$ cat src/tbps_pkg.sv
// tbps_pkg: types and codes shared by the token bucket packet shaper
// depends on nothing; imported by the output buffer and the top level
package tbps_pkg;

    localparam int LEVEL_W = 10;
    localparam int ID_W    = 16;
    localparam int KIND_W  = 3;

    // request types
    localparam logic REQ_TICK   = 1'b0;
    localparam logic REQ_PACKET = 1'b1;

    // event kinds
    localparam logic [KIND_W-1:0] KIND_TOKEN_ADDED   = 3'd0;
    localparam logic [KIND_W-1:0] KIND_TOKEN_DROPPED = 3'd1;
    localparam logic [KIND_W-1:0] KIND_TOO_BIG       = 3'd2;
    localparam logic [KIND_W-1:0] KIND_QUEUED        = 3'd3;
    localparam logic [KIND_W-1:0] KIND_QUEUE_FULL    = 3'd4;
    localparam logic [KIND_W-1:0] KIND_RELEASED      = 3'd5;

    typedef struct packed {
        logic               req_type;
        logic [ID_W-1:0]    packet_id;
        logic [LEVEL_W-1:0] tokens_needed;
    } in_item_t;

    typedef struct packed {
        logic [KIND_W-1:0]  event_kind;
        logic [ID_W-1:0]    event_packet;
        logic [LEVEL_W-1:0] tokens_left;
        logic               last;
    } out_item_t;

    // one waiting packet as stored in the queue memory
    typedef struct packed {
        logic [LEVEL_W-1:0] need;
        logic [ID_W-1:0]    id;
    } queue_entry_t;

    localparam int ENTRY_W = $bits(queue_entry_t);

    // push request from the core into the output buffer
    typedef struct packed {
        logic      push;
        logic      second_valid;
        out_item_t first;
        out_item_t second;
    } out_push_t;

endpackage

$ cat src/tbps_ram.sv
// tbps_ram: generic single-write, single-read ram with registered read data
// depends on nothing; read data holds when no read is issued
module tbps_ram #(
    parameter int WIDTH = 26,
    parameter int DEPTH = 64
) (
    input  logic                     clk,
    input  logic                     wr_en,
    input  logic [$clog2(DEPTH)-1:0] wr_addr,
    input  logic [WIDTH-1:0]         wr_data,
    input  logic                     rd_en,
    input  logic [$clog2(DEPTH)-1:0] rd_addr,
    output logic [WIDTH-1:0]         rd_data
);

    logic [WIDTH-1:0] mem [DEPTH];
    logic [WIDTH-1:0] rd_data_reg;

    // write port
    always_ff @(posedge clk)
    begin
        if (wr_en)
        begin
            mem[wr_addr] <= wr_data;
        end
    end

    // registered read port
    always_ff @(posedge clk)
    begin
        if (rd_en)
        begin
            rd_data_reg <= mem[rd_addr];
        end
    end

    assign rd_data = rd_data_reg;

endmodule

$ cat src/tbps_out_buf.sv
// tbps_out_buf: two-entry result buffer in front of the output channel
// depends on tbps_pkg; loaded with one or two beats only when empty
module tbps_out_buf (
    input  logic                clk,
    input  logic                rst_n,
    input  tbps_pkg::out_push_t push_in,
    output logic                empty,
    output logic                out_valid,
    input  logic                out_ready,
    output tbps_pkg::out_item_t out_data
);
    import tbps_pkg::*;

    logic      v0_reg, v0_next;
    logic      v1_reg, v1_next;
    out_item_t d0_reg, d0_next;
    out_item_t d1_reg, d1_next;

    // load, or shift when the front beat leaves
    always_comb
    begin
        v0_next = v0_reg;
        v1_next = v1_reg;
        d0_next = d0_reg;
        d1_next = d1_reg;
        if (push_in.push)
        begin
            v0_next = 1'b1;
            d0_next = push_in.first;
            v1_next = push_in.second_valid;
            d1_next = push_in.second;
        end
        else if (v0_reg && out_ready)
        begin
            if (v1_reg)
            begin
                d0_next = d1_reg;
                v1_next = 1'b0;
            end
            else
            begin
                v0_next = 1'b0;
            end
        end
    end

    // valid flags
    always_ff @(posedge clk or negedge rst_n)
    begin
        if (!rst_n)
        begin
            v0_reg <= 1'b0;
            v1_reg <= 1'b0;
        end
        else
        begin
            v0_reg <= v0_next;
            v1_reg <= v1_next;
        end
    end

    // payload
    always_ff @(posedge clk)
    begin
        d0_reg <= d0_next;
        d1_reg <= d1_next;
    end

    assign empty     = !v0_reg;
    assign out_valid = v0_reg;
    assign out_data  = d0_reg;

endmodule

$ cat src/token_bucket_packet_shaper_core.sv
// token_bucket_packet_shaper_core: token bucket shaper with a queue of waiting packets
// depends on tbps_pkg, tbps_ram (queue storage) and tbps_out_buf (result beats)
//
//  channel | direction | handshake              | beat
//  --------+-----------+------------------------+-----------------------------
//  in      | input     | in_valid / in_ready    | in_data   (in_item_t)
//  out     | output    | out_valid / out_ready  | out_data  (out_item_t)
//  cfg     | input     | cfg_wr_en, no wait     | cfg_wr_data (bucket capacity)
//
// an item is handled in ST_IDLE and then ST_CHECK: the accept cycle updates the bucket or queue and
// reads the head entry from the queue ram, and ST_CHECK checks the head for release
// ST_CHECK waits until the result buffer is empty; a new item can be
// taken while earlier result beats still wait on the output
// reset empties the queue, zeroes the bucket and sets capacity to 10; no clearing pass
module token_bucket_packet_shaper_core #(
    parameter int QUEUE_DEPTH = 64
) (
    input  logic                     clk,
    input  logic                     rst_n,
    input  logic                     in_valid,
    output logic                     in_ready,
    input  tbps_pkg::in_item_t       in_data,
    output logic                     out_valid,
    input  logic                     out_ready,
    output tbps_pkg::out_item_t      out_data,
    input  logic                     cfg_wr_en,
    input  logic [9:0]               cfg_wr_data
);
    import tbps_pkg::*;

    localparam int PTR_W = $clog2(QUEUE_DEPTH);
    localparam int CNT_W = $clog2(QUEUE_DEPTH + 1);
    localparam logic [PTR_W-1:0] LAST_SLOT = PTR_W'(QUEUE_DEPTH - 1);
    localparam logic [CNT_W-1:0] FULL_CNT  = CNT_W'(QUEUE_DEPTH);

    typedef enum logic [1:0] {
        ST_IDLE  = 2'b01,
        ST_CHECK = 2'b10
    } state_t;

    state_t             state_reg, state_next;
    logic [LEVEL_W-1:0] cap_reg;
    logic [LEVEL_W-1:0] level_reg, level_next;
    logic [PTR_W-1:0]   head_reg, head_next;
    logic [PTR_W-1:0]   tail_reg, tail_next;
    logic [CNT_W-1:0]   count_reg, count_next;
    logic [KIND_W-1:0]  kind_reg, kind_next;
    logic [ID_W-1:0]    id_reg, id_next;
    logic               fwd_reg, fwd_next;
    queue_entry_t       fwd_entry_reg;

    logic               accept;
    logic [LEVEL_W-1:0] need_eff;
    queue_entry_t       new_entry;
    logic               do_queue;
    queue_entry_t       head_entry;
    logic [ENTRY_W-1:0] ram_rd_data;
    logic               release_ok;
    logic               buf_empty;
    out_push_t          push;

    assign accept   = in_valid && in_ready;
    assign in_ready = (state_reg == ST_IDLE);
    assign need_eff = (in_data.tokens_needed == '0) ? LEVEL_W'(1) : in_data.tokens_needed;
    assign new_entry.need = need_eff;
    assign new_entry.id   = in_data.packet_id;

    // head entry: forwarded when it was written in the accept cycle
    assign head_entry = fwd_reg ? fwd_entry_reg : queue_entry_t'(ram_rd_data);
    assign release_ok = (count_reg != '0) && (level_reg >= head_entry.need);

    // status and release handling
    always_comb
    begin
        state_next = state_reg;
        level_next = level_reg;
        head_next  = head_reg;
        tail_next  = tail_reg;
        count_next = count_reg;
        kind_next  = kind_reg;
        id_next    = id_reg;
        fwd_next   = fwd_reg;
        do_queue   = 1'b0;
        push       = '0;
        unique case (state_reg)
            ST_IDLE:
            begin
                if (accept)
                begin
                    fwd_next   = 1'b0;
                    state_next = ST_CHECK;
                    priority if (in_data.req_type == REQ_TICK)
                    begin
                        id_next = '0;
                        if (level_reg >= cap_reg)
                        begin
                            kind_next = KIND_TOKEN_DROPPED;
                        end
                        else
                        begin
                            kind_next  = KIND_TOKEN_ADDED;
                            level_next = level_reg + LEVEL_W'(1);
                        end
                    end
                    else if (need_eff > cap_reg)
                    begin
                        kind_next = KIND_TOO_BIG;
                        id_next   = in_data.packet_id;
                    end
                    else if (count_reg >= FULL_CNT)
                    begin
                        kind_next = KIND_QUEUE_FULL;
                        id_next   = in_data.packet_id;
                    end
                    else
                    begin
                        kind_next  = KIND_QUEUED;
                        id_next    = in_data.packet_id;
                        do_queue   = 1'b1;
                        fwd_next   = (count_reg == '0);
                        tail_next  = (tail_reg == LAST_SLOT) ? '0 : tail_reg + PTR_W'(1);
                        count_next = count_reg + CNT_W'(1);
                    end
                end
            end
            ST_CHECK:
            begin
                if (buf_empty)
                begin
                    push.push               = 1'b1;
                    push.first.event_kind   = kind_reg;
                    push.first.event_packet = id_reg;
                    push.first.tokens_left  = level_reg;
                    push.first.last         = !release_ok;
                    push.second_valid       = release_ok;
                    push.second.event_kind   = KIND_RELEASED;
                    push.second.event_packet = head_entry.id;
                    push.second.tokens_left  = level_reg - head_entry.need;
                    push.second.last         = 1'b1;
                    if (release_ok)
                    begin
                        level_next = level_reg - head_entry.need;
                        head_next  = (head_reg == LAST_SLOT) ? '0 : head_reg + PTR_W'(1);
                        count_next = count_reg - CNT_W'(1);
                    end
                    state_next = ST_IDLE;
                end
            end
            default:
            begin
                state_next = ST_IDLE;
            end
        endcase
    end

    // control state
    always_ff @(posedge clk or negedge rst_n)
    begin
        if (!rst_n)
        begin
            state_reg <= ST_IDLE;
            cap_reg   <= LEVEL_W'(10);
            level_reg <= '0;
            head_reg  <= '0;
            tail_reg  <= '0;
            count_reg <= '0;
            fwd_reg   <= 1'b0;
        end
        else
        begin
            state_reg <= state_next;
            level_reg <= level_next;
            head_reg  <= head_next;
            tail_reg  <= tail_next;
            count_reg <= count_next;
            fwd_reg   <= fwd_next;
            if (cfg_wr_en)
            begin
                cap_reg <= cfg_wr_data;
            end
        end
    end

    // status beat payload and forwarded entry
    always_ff @(posedge clk)
    begin
        kind_reg <= kind_next;
        id_reg   <= id_next;
        if (do_queue)
        begin
            fwd_entry_reg <= new_entry;
        end
    end

    // waiting packet queue
    tbps_ram #(
        .WIDTH (ENTRY_W),
        .DEPTH (QUEUE_DEPTH)
    ) u_queue_ram (
        .clk     (clk),
        .wr_en   (do_queue),
        .wr_addr (tail_reg),
        .wr_data (new_entry),
        .rd_en   (accept),
        .rd_addr (head_reg),
        .rd_data (ram_rd_data)
    );

    // result beats
    tbps_out_buf u_out_buf (
        .clk       (clk),
        .rst_n     (rst_n),
        .push_in   (push),
        .empty     (buf_empty),
        .out_valid (out_valid),
        .out_ready (out_ready),
        .out_data  (out_data)
    );

endmodule
$ cat config.mk
export PLATFORM = sky130hd
export DESIGN_NAME = token_bucket_packet_shaper_core
export DESIGN_NICKNAME = d
export VERILOG_FILES = /design/src/tbps_pkg.sv /design/src/tbps_ram.sv /design/src/tbps_out_buf.sv /design/src/token_bucket_packet_shaper_core.sv
export SDC_FILE = /design/constraint.sdc
export NUM_CORES = 2
export LEC_CHECK = 0
export BUFFER_PORTS_ARGS = -buffer_cell sky130_fd_sc_hd__clkbuf_2
export CAP_MARGIN = 0
export CELL_PAD_IN_SITES_DETAIL_PLACEMENT = 0
export CELL_PAD_IN_SITES_GLOBAL_PLACEMENT = 1
export CORE_MARGIN = 2
export CORE_UTILIZATION = 45
export CTS_BUF_LIST = sky130_fd_sc_hd__clkbuf_16
export DETAILED_ROUTE_END_ITERATION = 6
export PLACE_DENSITY = 0.65
export SYNTH_ARGS = -nofsm -noshare
export SYNTH_HDL_FRONTEND = slang
export SYNTH_SLANG_ARGS = --single-unit
$ cat constraint.sdc
create_clock -name clk -period 4.35 [get_ports clk]
set_input_delay 0.435 -clock clk [delete_from_list [all_inputs] [get_ports clk]]
set_output_delay 0.435 -clock clk [all_outputs]
set_load 0.01 [all_outputs]
# Yosys cells after proc, flatten, opt, wreduce, memory -nomap -nowiden
# Memory sizes are Yosys's and may differ from the RTL's. A register that Yosys moved wholly into a read port is not among the register bits.
# Cells that the tools add are included.
# Widths: inputs -> output; s select.
# word_totals
regBits	149
latchBits	0
ram_bits	1664
rom_bits	0
in_bits	42
out_inout_bits	32
wordCells	112
n_memories	1
# classes
addsub	6
n_mul	0
div	0
n_lt_le_gt_ge	4
n_eq_ne	13
shift	0
muxes	44
bitwise	4
reduce_logical	19
# mem_list
memory	depth	width	rd	rd_ports_with_merged_regs	write_ports	line	rtl
u_queue_ram.mem	64	26	1	1	1	tbps_ram.sv:16	logic [WIDTH-1:0] mem [DEPTH];
# ops
op	count
$mux 62	2
$mux 30	3
$mux 10	6
$mux 7	6
$mux 26	1
$ge 10x10->1	2
$pmux 10 s2	1
$mux 1	16
$ne 2x2->1 const B	7
$pmux 7 s2	1
$add 6x1->6 const B	2
$eq 6x6->1 const B	2
$mux 6	2
$add 10x1->10 const B	1
$gt 10x10->1	1
$logic_not 10->1	1
$sub 10x10->10	1
$mux 3	3
$reduce_and 2->1	4
$add 7x1->7 const B	1
$ge 7x7->1 const B	1
$logic_not 7->1	1
$reduce_and 7->1	1
$reduce_bool 7->1	1
other kinds (14)	23

# Longest topological paths before layout
# logic_depth
word_depth	9
ltp_mapped	12
ltp_nobuf	11

# Cells and area by module
# Synthesis repeated with hierarchy kept, for this count alone.
# unflattened
hier_cells	3476
area_unflattened_um2	72189.2
# by_module_without_submodules
module	n_inst	cells_each	area_each_um2	seq_area_each_um2
tbps_ram	1	2841	64443.1	50748.7
token_bucket_packet_shaper_core	1	532	5351.4	2406.1
tbps_out_buf	1	103	2394.8	1851.8

# Worst setup path before layout
# OpenSTA, ideal clock, no wires.
# synth_timing
kind	input to register
from	input in_data[6] (netlist bit)
to	memory u_queue_ram.mem[0][0], enable pin
setup_time_ns	0.409
arrival_time_ns	4.461
required_ns	3.941
path_slack_ns	-0.520
path_stages	10
path_buffers	2
cell_sequence	clkbuf_1 -> ha_1 -> and3_4 -> a221oi_2 -> a21boi_1 -> o21ai_2 -> and2_4 -> or3b_1 -> buf_6 -> nor2_1
# synth_between
elab_chain_cells	9
# synth_rtl
element	line	rtl
start: declaration	token_bucket_packet_shaper_core.sv:22	input tbps_pkg::in_item_t in_data,
$logic_not 10->1	token_bucket_packet_shaper_core.sv:64	assign need_eff = (in_data.tokens_needed == '0) ? LEVEL_W'(1) : in_data.tokens_needed;
$mux 10 (*)	token_bucket_packet_shaper_core.sv:64	
$gt 10x10->1 (*)	token_bucket_packet_shaper_core.sv:105	else if (need_eff > cap_reg)
$mux 1 (*)	token_bucket_packet_shaper_core.sv:105	
$mux 1 (*)	token_bucket_packet_shaper_core.sv:92	priority if (in_data.req_type == REQ_TICK)
$mux 1 (*)	token_bucket_packet_shaper_core.sv:88	if (accept)
$mux 1 (*)	token_bucket_packet_shaper_core.sv:85	unique case (state_reg)
$mux 1 (*)	tbps_ram.sv:22	if (wr_en)
$mux 1 (implied by the code) (*)	tbps_ram.sv:24	mem[wr_addr] <= wr_data;
end: declaration	tbps_ram.sv:16	
# Every way passes the cells marked *; elsewhere a longest branch is shown, timed or not.

# Worst setup path after layout
# layout_timing
from	register cap_reg[3]
to	memory u_queue_ram.mem[48][10], enable pin
# layout_between
elab_chain_cells	7
# layout_rtl
element	line	rtl
start: declaration	token_bucket_packet_shaper_core.sv:42	logic [LEVEL_W-1:0] cap_reg;
start signal: assignment	token_bucket_packet_shaper_core.sv:179	cap_reg <= cfg_wr_data;
$gt 10x10->1	token_bucket_packet_shaper_core.sv:105	
$mux 1	token_bucket_packet_shaper_core.sv:105	
$mux 1	token_bucket_packet_shaper_core.sv:92	
$mux 1	token_bucket_packet_shaper_core.sv:88	
$mux 1	token_bucket_packet_shaper_core.sv:85	
$mux 1	tbps_ram.sv:22	
$mux 1 (implied by the code)	tbps_ram.sv:24	
# Every way passes these cells.

==> impl_metrics.yaml <==
clock_tree:
  htree_levels: 4
  cts.sinks: 1836
  cts_max_path_buffers: 3
  cts_made_buffers: 178
  root_buffer: "clkbuf_16"
  clk_latency_ns: 0.81
  clkTransAtPathRegs_ns: 0.06
  cts_tree: "done"
  cts-resized-gates: 0
finish:
  fillers: 12160
  syn2layout_area_growth_pct: 14.26
  drive_above_1_share_pct: 30.40
  largest_register_ffs: 1664
  finish.utilization_pct: 51.61
  num-nets-final: 3530
  final_area_sq_um: 81460
critical_path:
  start_kind: "flop"
  crit_type: "reg2reg"
  critPathArrivalTime_ns: 4.65
  rrSetupSlack_ns: 0.20
  required_ns: 4.85
  cp-end-kind: "flop"
  cp_max_fo: 17
sta:
  fmax_mhz: 241.0
  slew_viol_final: 0
  tightest_slew_ns: 1.274
  finalWorstPathRequiredPeriod_ns: 4.150
  skew_ns: 0.02642
  rsz0062_at_grt: "false"
  finalCritPeriodShare_pct: 95.39
  fin_setup_tns_ns: 0
  relSlewSlack_pct: 15.04
  setup_viol: 0
  final-hold-violation-count: 0
detailed_routing:
  wirelength_um: 172500
  drc: 0
  vias_per_cell: 5.920
  wire_per_inst_um: 30.42
  dr.pass1.iters: 6
  initialDrtViolationCount: 3719
  ant_nets: 0
  vias: 33562
place:
  gp_congestion: 0.8253
  dp_hpwl_um: 101900
  dpl_cell_area_sq_um: 75560
  io_buffers: 73
grt:
  grt_pass1_wl_um: 248900
  grt_usage_pct: 21.57
  antenna_found_initial: 6
  gr-total-overflow: 0
  grt_max_degree: 67
  grt_pass1_vias: 34390
floorplanning:
  die_h_um: 402.0
  rows: 146
  ios: 74
  die_x_um: 402.0
  coreArea_sq_um: 157800
  die-area_sq_um: 161600
  initial_utilization_pct: 45.17
job:
  max_cap_viol_count: 0
synth:
  synth_edf_count: 1792
  synth.net_count: 3267
  synth.area.top_cells: "edfxtp_1, mux4_2, dfrtp_1"
  synth_flop_cell: "edfxtp_1"
  syn_area_sq_um: 71290
  postSynth.asyncResetShare_pct: 2.397
  synth_cells: 3185
  synth_warnings: 0
  synth_cell_types: 63
  ys_seq_area_share_pct: 77.03
  yosys.area.top_type: "edfxtp_1"
  ys_seq_elements: 1836
  syn_avg_cell_area_sq_um: 22.38
  netlist.area_leader.share_pct: 75.48
min_path:
  min_path_type: "in2reg"
power:
  ir_worst_vdd_mv: 0.3611
  power_density_nw_per_um2: 555.8
  leakage_nw: 25.47
  power_w: 0.04527
outcome:
  status: "finished clean"
[cells in the final DEF (no fill, tap or decap), types with 6 or more instances in the layout]
master / instances
nor2_4: 57
xnor2_1: 8
clkinv_1: 45
inv_6: 7
clkinv_2: 29
nand3_1: 22
nand2b_1: 7
a21o_1: 7
o31ai_1: 7
a21oi_1: 26
nand2_1: 182
clkinvlp_4: 6
bufinv_16: 17
inv_1: 59
ha_1: 38
clkbuf_16: 182
mux2i_1: 25
buf_4: 129
a22oi_1: 52
dlygate4sd3_1: 17
and2_1: 25
buf_12: 35
and3_1: 8
xor2_1: 8
mux4_2: 520
clkbuf_2: 73
o21ai_0: 36
nor2_1: 44
edfxtp_1: 1792
dfrtp_1: 37
[cell families after synthesis]
| kind of cell | count (synthesis) | share of synthesized area [%] |
|---|---|---|
| AOI/OAI and AO/OA | 162 | 1.557 |
| xor gates and xnor gates | 16 | 0.1966 |
| adders and majority gates | 40 | 0.7231 |
| buffers and inverters | 200 | 1.206 |
| DFF | 1836 | 77.03 |
| muxes | 550 | 16.86 |
| and+or+nand+nor | 381 | 2.426 |
[path summary, 6_finish.rpt]
path,from,to,depth (start not counted)
max in group asynchronous,rst_n,state_reg[0],3
min reg2reg,id_reg[8],u_out_buf.out_data[19],2
max reg2reg,cap_reg[3],u_queue_ram.mem[48][10],11
min,cfg_wr_en,cap_reg[3],2
max,cap_reg[3],u_queue_ram.mem[48][10],11
min in group asynchronous,rst_n,cap_reg[2],2
[cell usage after synthesis (7+ instances only)]
cell / count
o21ai_0: 36
and3_1: 8
nor2b_1: 8
nand3_1: 22
xor2_1: 8
mux2i_1: 25
a21o_1: 7
ha_1: 38
a21oi_1: 26
a22oi_1: 52
buf_2: 47
dfrtp_1: 41
edfxtp_1: 1792
mux4_2: 520
xnor2_1: 8
and2_1: 25
nor2_1: 93
nand2b_1: 7
inv_1: 29
nand2_1: 183
buf_1: 19
nor2_4: 9
o31ai_1: 7
clkbuf_1: 98
[layer usage]
metal | track usage, % | wire (um)
met4 | 6.266 | 4498
met3 | 3.708 | 11250
met5 | 0 | 0
met1 | 30.93 | 73540
met2 | 34.30 | 83160
[worst max-delay path, cell delays in order, from the launching register on]
cell	delay, ns
dfstp_2	0.51
inv_1	0.06
ha_1	0.33
a21o_1	0.18
a221oi_2	0.29
a21boi_1	0.12
o21ai_2	0.48
and2_4	0.28
or3b_2	0.73
buf_12	0.27
nor2_4	0.32
buf_12	0.22
[repair_timing]
item                                   CTS  global route
hold buffers                            17             0
endpoints found under the hold margin   41             0
buffers inserted                         0             0
[cell type report]
| type | count | area (sq um) | share of cell area, % |
|---|---|---|---|
| Inverter | 29 | 108.9 | 0.1336 |
| Multi-Input combinational cell | 1149 | 15890 | 19.51 |
| Clock buffer | 182 | 4554 | 5.591 |
| Tap cell | 2072 | 2592 | 3.183 |
| Timing Repair Buffer | 254 | 2205 | 2.706 |
| Sequential cell | 1836 | 54930 | 67.44 |
| Antenna cell | 2 | 5.005 | 0.006144 |
| Clock inverter | 145 | 1170 | 1.436 |
[report_power, final]
part | total (W) | switching [W] | internal (W)
registers | 0.0203 | 0.000470 | 0.0199
clock network | 0.0151 | 0.00651 | 0.00860
logic | 0.00983 | 0.00514 | 0.00469
total | 0.0453 | 0.0121 | 0.0331
[metrics by stage]
stage          hold slack, ns  std cells  setup slack [ns]
2_1_floorplan          0.1394       3185           -0.2182
3_3_place_gp           0.4951       5323            0.1797
3_5_place_dp           0.5062       5323            0.1525
4_1_cts              0.001324       5667            0.2107
5_1_grt               0.03413       5667           0.05315
6_report              0.05906       5669            0.2003
Power figures use the tool's default switching activity.
